**config.mk**
```make
export PLATFORM = sky130hd
export DESIGN_NAME = hnpf_order
export DESIGN_NICKNAME = d
export VERILOG_FILES = /design/src/rtl/core/hnpf_pkg.sv /design/src/rtl/core/hnpf_order.sv
export SDC_FILE = /design/constraint.sdc
export NUM_CORES = 1
export LEC_CHECK = 0
export BUFFER_PORTS_ARGS = -buffer_cell sky130_fd_sc_hd__buf_2
export CAP_MARGIN = 25
export CORE_MARGIN = 5
export CORE_UTILIZATION = 35
export DETAILED_ROUTE_END_ITERATION = 6
export PLACE_DENSITY = 0.7
export SYNTH_ARGS = -nofsm -noshare
export SYNTH_HDL_FRONTEND = slang
export SYNTH_SLANG_ARGS = --single-unit
```
**constraint.sdc**
```tcl
create_clock -name vclk -period 8.8
set_clock_uncertainty 0.1 [all_clocks]
set_input_delay 0.44 -clock vclk [all_inputs]
set_output_delay 0.44 -clock vclk [all_outputs]
set_load 0.05 [all_outputs]
```
**src/rtl/core/hnpf_pkg.sv**
```systemverilog
`timescale 1ns / 1ps
// ----------------------------------------------------------------------------
// hnpf_pkg
// Shared types and constants for the half neighbor pair filter: request and
// result payloads, configuration register map, field widths and resets.
// ----------------------------------------------------------------------------
package hnpf_pkg;

	// fixed field widths
	localparam int OWNER_W   = 30;
	localparam int ENTRY_W   = 32;
	localparam int COORD_W   = 32;
	localparam int COUNT_W   = 16;
	localparam int LOCAL_W   = 31;
	localparam int CUTOFF_W  = 63;
	localparam int TOL_W     = 31;
	localparam int CFG_IDX_W = 3;
	localparam int CFG_DATA_W = 63;

	// parameter defaults
	localparam int INDEX_BITS_DEF = 30;
	localparam int COORD_BITS_DEF = 32;

	// register reset values
	localparam logic [TOL_W-1:0]   TIE_TOL_RESET = TOL_W'(655);
	localparam logic [COUNT_W-1:0] MAX_PER_ATOM_RESET = COUNT_W'(2000);

	// configuration register map
	typedef enum logic [CFG_IDX_W-1:0] {
		CFG_LOCAL_COUNT    = 3'd0,
		CFG_TRICLINIC_MODE = 3'd1,
		CFG_CUTOFF_SQ      = 3'd2,
		CFG_TIE_TOLERANCE  = 3'd3,
		CFG_MAX_PER_ATOM   = 3'd4
	} cfg_reg_t;

	// one neighbor candidate
	typedef struct packed {
		logic [OWNER_W-1:0]        owner_index;
		logic [ENTRY_W-1:0]        neighbor_entry;
		logic signed [COORD_W-1:0] owner_x;
		logic signed [COORD_W-1:0] owner_y;
		logic signed [COORD_W-1:0] owner_z;
		logic signed [COORD_W-1:0] neighbor_x;
		logic signed [COORD_W-1:0] neighbor_y;
		logic signed [COORD_W-1:0] neighbor_z;
		logic                      last_in_list;
		logic                      empty_list;
	} cand_t;

	// one filter result
	typedef struct packed {
		logic               keep;
		logic [ENTRY_W-1:0] kept_entry;
		logic [COUNT_W-1:0] kept_count;
		logic               list_done;
		logic               overflow;
	} res_t;

endpackage

```
**src/rtl/core/hnpf_order.sv**
```systemverilog
`timescale 1ns / 1ps
// ----------------------------------------------------------------------------
// hnpf_order
// Newton ordering test for one candidate and the coordinate difference
// magnitudes that feed the distance check.
// ----------------------------------------------------------------------------
module hnpf_order
	import hnpf_pkg::*;
#(
	parameter int INDEX_BITS = INDEX_BITS_DEF,
	parameter int COORD_BITS = COORD_BITS_DEF
) (
	input  cand_t                  cand,
	input  logic [LOCAL_W-1:0]     local_count,
	input  logic                   triclinic_mode,
	input  logic [TOL_W-1:0]       tie_tolerance,
	output logic                   pass_order,
	output logic [COORD_BITS-1:0]  mag_x,
	output logic [COORD_BITS-1:0]  mag_y,
	output logic [COORD_BITS-1:0]  mag_z
);

	localparam int OWN_BITS = (INDEX_BITS < OWNER_W) ? INDEX_BITS : OWNER_W;
	localparam int TC_W     = (COORD_BITS > TOL_W) ? COORD_BITS + 1 : TOL_W + 1;
	localparam int IDX_CMP_W = 32;

	logic [IDX_CMP_W-1:0]   nidx;
	logic [IDX_CMP_W-1:0]   owner;
	logic                   is_local;
	logic signed [COORD_BITS:0] dx;
	logic signed [COORD_BITS:0] dy;
	logic signed [COORD_BITS:0] dz;
	logic [COORD_BITS:0]    ndx;
	logic [COORD_BITS:0]    ndy;
	logic [COORD_BITS:0]    ndz;
	logic                   far_y;
	logic                   far_z;
	logic                   ghost_pass;

	// masked indices
	assign nidx  = IDX_CMP_W'(cand.neighbor_entry[INDEX_BITS-1:0]);
	assign owner = IDX_CMP_W'(cand.owner_index[OWN_BITS-1:0]);
	assign is_local = nidx < IDX_CMP_W'(local_count);

	// exact differences, neighbor minus owner
	assign dx = $signed({cand.neighbor_x[COORD_BITS-1], cand.neighbor_x[COORD_BITS-1:0]})
		- $signed({cand.owner_x[COORD_BITS-1], cand.owner_x[COORD_BITS-1:0]});
	assign dy = $signed({cand.neighbor_y[COORD_BITS-1], cand.neighbor_y[COORD_BITS-1:0]})
		- $signed({cand.owner_y[COORD_BITS-1], cand.owner_y[COORD_BITS-1:0]});
	assign dz = $signed({cand.neighbor_z[COORD_BITS-1], cand.neighbor_z[COORD_BITS-1:0]})
		- $signed({cand.owner_z[COORD_BITS-1], cand.owner_z[COORD_BITS-1:0]});

	// magnitudes always fit in the coordinate width
	assign ndx = -dx;
	assign ndy = -dy;
	assign ndz = -dz;
	assign mag_x = dx[COORD_BITS] ? ndx[COORD_BITS-1:0] : dx[COORD_BITS-1:0];
	assign mag_y = dy[COORD_BITS] ? ndy[COORD_BITS-1:0] : dy[COORD_BITS-1:0];
	assign mag_z = dz[COORD_BITS] ? ndz[COORD_BITS-1:0] : dz[COORD_BITS-1:0];

	// axis decides when it differs (beyond the tolerance in triclinic mode)
	always_comb begin
		if (triclinic_mode) begin
			far_z = TC_W'(mag_z) > TC_W'(tie_tolerance);
			far_y = TC_W'(mag_y) > TC_W'(tie_tolerance);
		end else begin
			far_z = dz != '0;
			far_y = dy != '0;
		end
	end

	// ghost above and to the right of the owner
	always_comb begin
		if (far_z) begin
			ghost_pass = !dz[COORD_BITS];
		end else if (far_y) begin
			ghost_pass = !dy[COORD_BITS];
		end else begin
			ghost_pass = !dx[COORD_BITS];
		end
	end

	assign pass_order = is_local ? (owner <= nidx) : ghost_pass;

endmodule
```
; ---- Yosys cells after proc, flatten, opt, wreduce, memory -nomap -nowiden
; Cells that the tools add are included.
[totals]
ff_bits = 0
input_bits = 319
output_inout_bits = 97
wordCells = 23
[op_classes]
addsub = 6
n_lt_le_gt_ge = 4
mux = 8
reduce_logical = 5
[op_table]
columns = operator, n
row1 = $sub A32 B32 Y33, 3
row2 = $mux W32, 3
row3 = $neg A32 Y32, 3
row4 = $reduce_bool A33 Y1, 2
row5 = $gt A32 B31 Y1, 2
row6 = $lt A30 B31 Y1, 1
row7 = $le A30 B30 Y1, 1
row8 = $mux W1, 5
row9 = $logic_not A1 Y1, 3

; ---- Logic depth before layout (Yosys ltp)
[depth]
word_depth = 8
ltp_mapped = 28
ltp_nobuf = 26

; ---- Worst setup path after synthesis
; No wires, ideal clock.
[synth_timing]
path_type = input to output
startpoint = input port cand[34] in the netlist's numbering
endpoint = output port pass_order
t_arrival_ps = 6882
required_ps = 8260
setup_slack_ps = 1378
path_stages = 27
n_path_buf = 1
cell_sequence = inv_1 ha_1 fa_1 nor2b_1 o2111ai_4 a21oi_4 a211oi_4 o41ai_1 a211oi_1 o211ai_1 o21a_1 clkbuf_1 nor2_1 xor2_1 ha_1 a21o_1 a21o_1 a21o_1 a21o_1 a21o_1 a21oi_1 o221ai_1 nand2b_1 nand2_1 o21ai_0 nand3_1 a31oi_1
[synth_between]
elab_chain_cells = 8
elab_cells_between_ends = 10
classes_between = add/sub: 2 / order compare: 1 / mux: 5 / reduce/logical: 2
[synth_lines]
columns = item, line
row1 = from (decl), hnpf_order.sv:13  ; input cand_t cand,
row2 = $sub A32 B32 Y33 *, hnpf_order.sv:49  ; - $signed({cand.owner_y[COORD_BITS-1], cand.owner_y[COORD_BITS-1:0]});
row3 = $neg A32 Y32, hnpf_order.sv:55  ; assign ndy = -dy;
row4 = $mux W32 *, hnpf_order.sv:58  ; assign mag_y = dy[COORD_BITS] ? ndy[COORD_BITS-1:0] : dy[COORD_BITS-1:0];
row5 = named net mag_y[9], hnpf_order.sv:19  ; output logic [COORD_BITS-1:0] mag_y,
row6 = $gt A32 B31 Y1 *, hnpf_order.sv:65  ; far_y = TC_W'(mag_y) > TC_W'(tie_tolerance);
row7 = $mux W1 *, hnpf_order.sv:63  ; if (triclinic_mode) begin
row8 = $mux W1 *, hnpf_order.sv:76  ; end else if (far_y) begin
row9 = $mux W1 *, hnpf_order.sv:74  ; if (far_z) begin
row10 = $mux W1 *, hnpf_order.sv:83  ; assign pass_order = is_local ? (owner <= nidx) : ghost_pass;
row11 = to (decl), hnpf_order.sv:17  ; output logic pass_order,
; The timed path passes the listed nets; every way through them passes the cells marked *.

; ---- Worst setup path in the final report
[layout_timing]
startpoint = input port cand[34] in the netlist's numbering
endpoint = output port pass_order
[layout_between]
elab_chain_cells = 8
elab_cells_between_ends = 10
classes_between = add/sub: 2 / order compare: 1 / mux: 5 / reduce/logical: 2
[layout_lines]
columns = item, line
row1 = $sub A32 B32 Y33 *, hnpf_order.sv:49
row2 = $neg A32 Y32, hnpf_order.sv:55
row3 = $mux W32, hnpf_order.sv:58
row4 = $gt A32 B31 Y1, hnpf_order.sv:65
row5 = $mux W1, hnpf_order.sv:63
row6 = $mux W1 *, hnpf_order.sv:76
row7 = $mux W1 *, hnpf_order.sv:74
row8 = $mux W1 *, hnpf_order.sv:83
; Mark *: on every way between the ends. The rest lies on a longest branch, timed or not.

==> impl_metrics.tcl <==
set metrics [dict create \
    p_int_w 0.0005933 \
    dpl-instance-area_mm2 0.01346 \
    period_minus_slack_ns 7.233 \
    switching_share_pct 69.41 \
    switchingPower_w 0.001346 \
    vias 13310 \
    grt_max_degree 22 \
    final_common_cell "buf_2" \
    drt_iter0_drc 544 \
    setup_viol 0 \
    cp-start-kind "input port" \
    drv_slew 0 \
    register_area_um2 0 \
    die_width_um 187.5 \
    core_mm2 0.03131 \
    dieArea_mm2 0.03517 \
    nClkBuffers 0 \
    hp-class "in -> out" \
    worstMarginPinSlew_ns 0.9662 \
    io_buffers 412 \
    worstPathArrival_ns 6.69 \
    place_hpwl_mm 37.19 \
    antenna_found_initial 4 \
    final_antenna_net_count 0 \
    fillCellCount 3301 \
    synth_cell_types 97 \
    syn_to_final_growth_pct 22.02 \
    synth_seq_area_share_pct 0 \
    grt_pass1_wl_mm 65.24 \
    syn_inst 1625 \
    crit_type "in -> out" \
    min_period_over_period_pct 82.19 \
    max_freq_ghz 0.1383 \
    wl_per_cell_um 17.20 \
    wl_met2_mm 19.52 \
    drt-met1-wl_mm 17.55 \
    top_layer "met5" \
    end_kind "output pin" \
    ys_top_cells_by_area "ha_1, inv_1, xnor2_1, a21oi_1, o21ai_0" \
    nFlopsAndLatches 0 \
    path_max_fanout 16 \
    outcome "finished clean" \
    drv_cap 0 \
    grt_pass1_vias 12890 \
    drt_wl_total_mm 41.46 \
    p_seq_share_pct 0 \
    hold_slack_ns 1.250 \
    synth_area_mm2 0.01103 \
    final_area_mm2 0.01346 \
    power.density_mw_per_mm2 144.1 \
    num-nets-final 2551 \
    power_frac_clock_pct 0 \
    layout-drive-gt1-share_pct 22.87 \
    fp.dieH_um 187.5 \
    remaining_drc_errors 0 \
    post_cts_resized 0 \
    yosysTopAreaCellShare_pct 24.95 \
    setup_tns_ns 0 \
    peakVddDrop_v 0.0001401 \
    final_cell_mix "buf_2, inv_1, ha_1" \
    p_leak_nw 7.145 \
    cts_setup_buffers 0 \
    grt_overflow 0 \
    grt.total_usage_pct 21.87 \
    cts_hold_buf 0 \
    route.met3.wl_mm 3.079 \
    netlist.top_cell.by_area "ha_1" \
    comb_power_share_pct 100.0 \
    ys.warnings.count 0 \
    via_per_inst 5.520 \
    gp_congestion 0.9666 \
    rsz0062_at_grt "false" \
    synth_nets 2167 \
    ioPinCount 416 \
    slew_headroom_pct 35.45 \
    num_rows 65 \
    syn_area_per_cell_um2 6.790 \
    firstDrtPassIters 6 \
    start_util_pct 35.24 \
    hold_viol_final 0 \
    cp.required_ns 8.26 \
]
## final cells by class
type	instances	area, µm²	share of cell area (%)
tap	402	503.0	3.736
antenna	2	5.005	0.03717
multi-input combinational	1351	9962	74.00
timing repair buffer	416	2092	15.54
inverter	240	900.9	6.691
## worst paths after layout
check	startpoint	end	cells after the start
max	cand[34]	pass_order	25
min	cand[162]	mag_x[0]	4
## per-layer routing
| layer | up-vias | GRT usage [%] |
|---|---|---|
| met5 | - | 0 |
| met4 | 8 | 5.534 |
| met3 | 78 | 3.816 |
| met2 | 519 | 39.18 |
| met1 | 6064 | 27.10 |
| li1 | 6640 | - |
## kinds of logic after synthesis
logic type / share of synthesized area [%]
AO/OA/AOI/OAI: 30.44
XOR/XNOR: 12.28
buffers and inverters: 9.707
multiplexers: 0.2722
adder cells (fa/ha/maj): 25.49
AND/OR/NAND/NOR: 21.81
## power groups by stage
stage          registers, W  logic (W)  clock network (W)
2_1_floorplan             0    0.00142                  0
3_3_place_gp              0    0.00190                  0
3_5_place_dp              0    0.00193                  0
4_1_cts                   0    0.00194                  0
5_1_grt                   0    0.00210                  0
6_report                  0    0.00194    0.0000000000307
## critical path: stages
cell and delay (ns):
buf_2 0.08, inv_1 0.03, ha_1 0.21, fa_1 0.41, nor2b_1 0.29, o2111ai_4 0.18
a21oi_4 0.29, a211oi_4 0.13, o41ai_1 0.70, a211oi_1 0.22, o211ai_1 0.27, o21a_1 0.57
a31oi_1 0.11, xnor2_1 0.22, ha_1 0.32, nand4_1 0.12, nor2_1 0.18, nand2_1 0.09
nor4_1 0.32, nor4b_1 0.56, o21ai_0 0.16, o21ai_0 0.16, nand3_1 0.14, a31oi_1 0.16
buf_2 0.32
## metrics by stage
stage          util (%)  total power, W  instances  worst slack, ns
2_1_floorplan         -        0.001418       1625            1.378
3_3_place_gp      42.98        0.001903       2409            1.708
3_5_place_dp      42.98        0.001926       2409            1.623
4_1_cts           42.98        0.001936       2409            1.594
5_1_grt           42.98        0.002097       2409            1.014
6_report          43.00        0.001939       2411            1.567
## Yosys cell counts (all sizes together) (4+ instances only)
library cell and n:
a2111oi 12, a211oi 18, a21boi 5, a21o 62, a21oi 123, a221oi 4
a31oi 19, and2 16, and3 16, and4 4, buf 7, clkbuf 27
ha 220, inv 240, nand2 106, nand2b 21, nand3 44, nand3b 4
nand4 42, nor2 109, nor2b 20, nor3 32, nor4 13, o2111ai 8
o211ai 29, o21a 25, o21ai 112, o21bai 8, o22ai 5, o311ai 5
o31a 5, o31ai 17, o41ai 5, or2 10, or3 16, xnor2 100
xor2 53
Power figures use the tool's default switching activity.
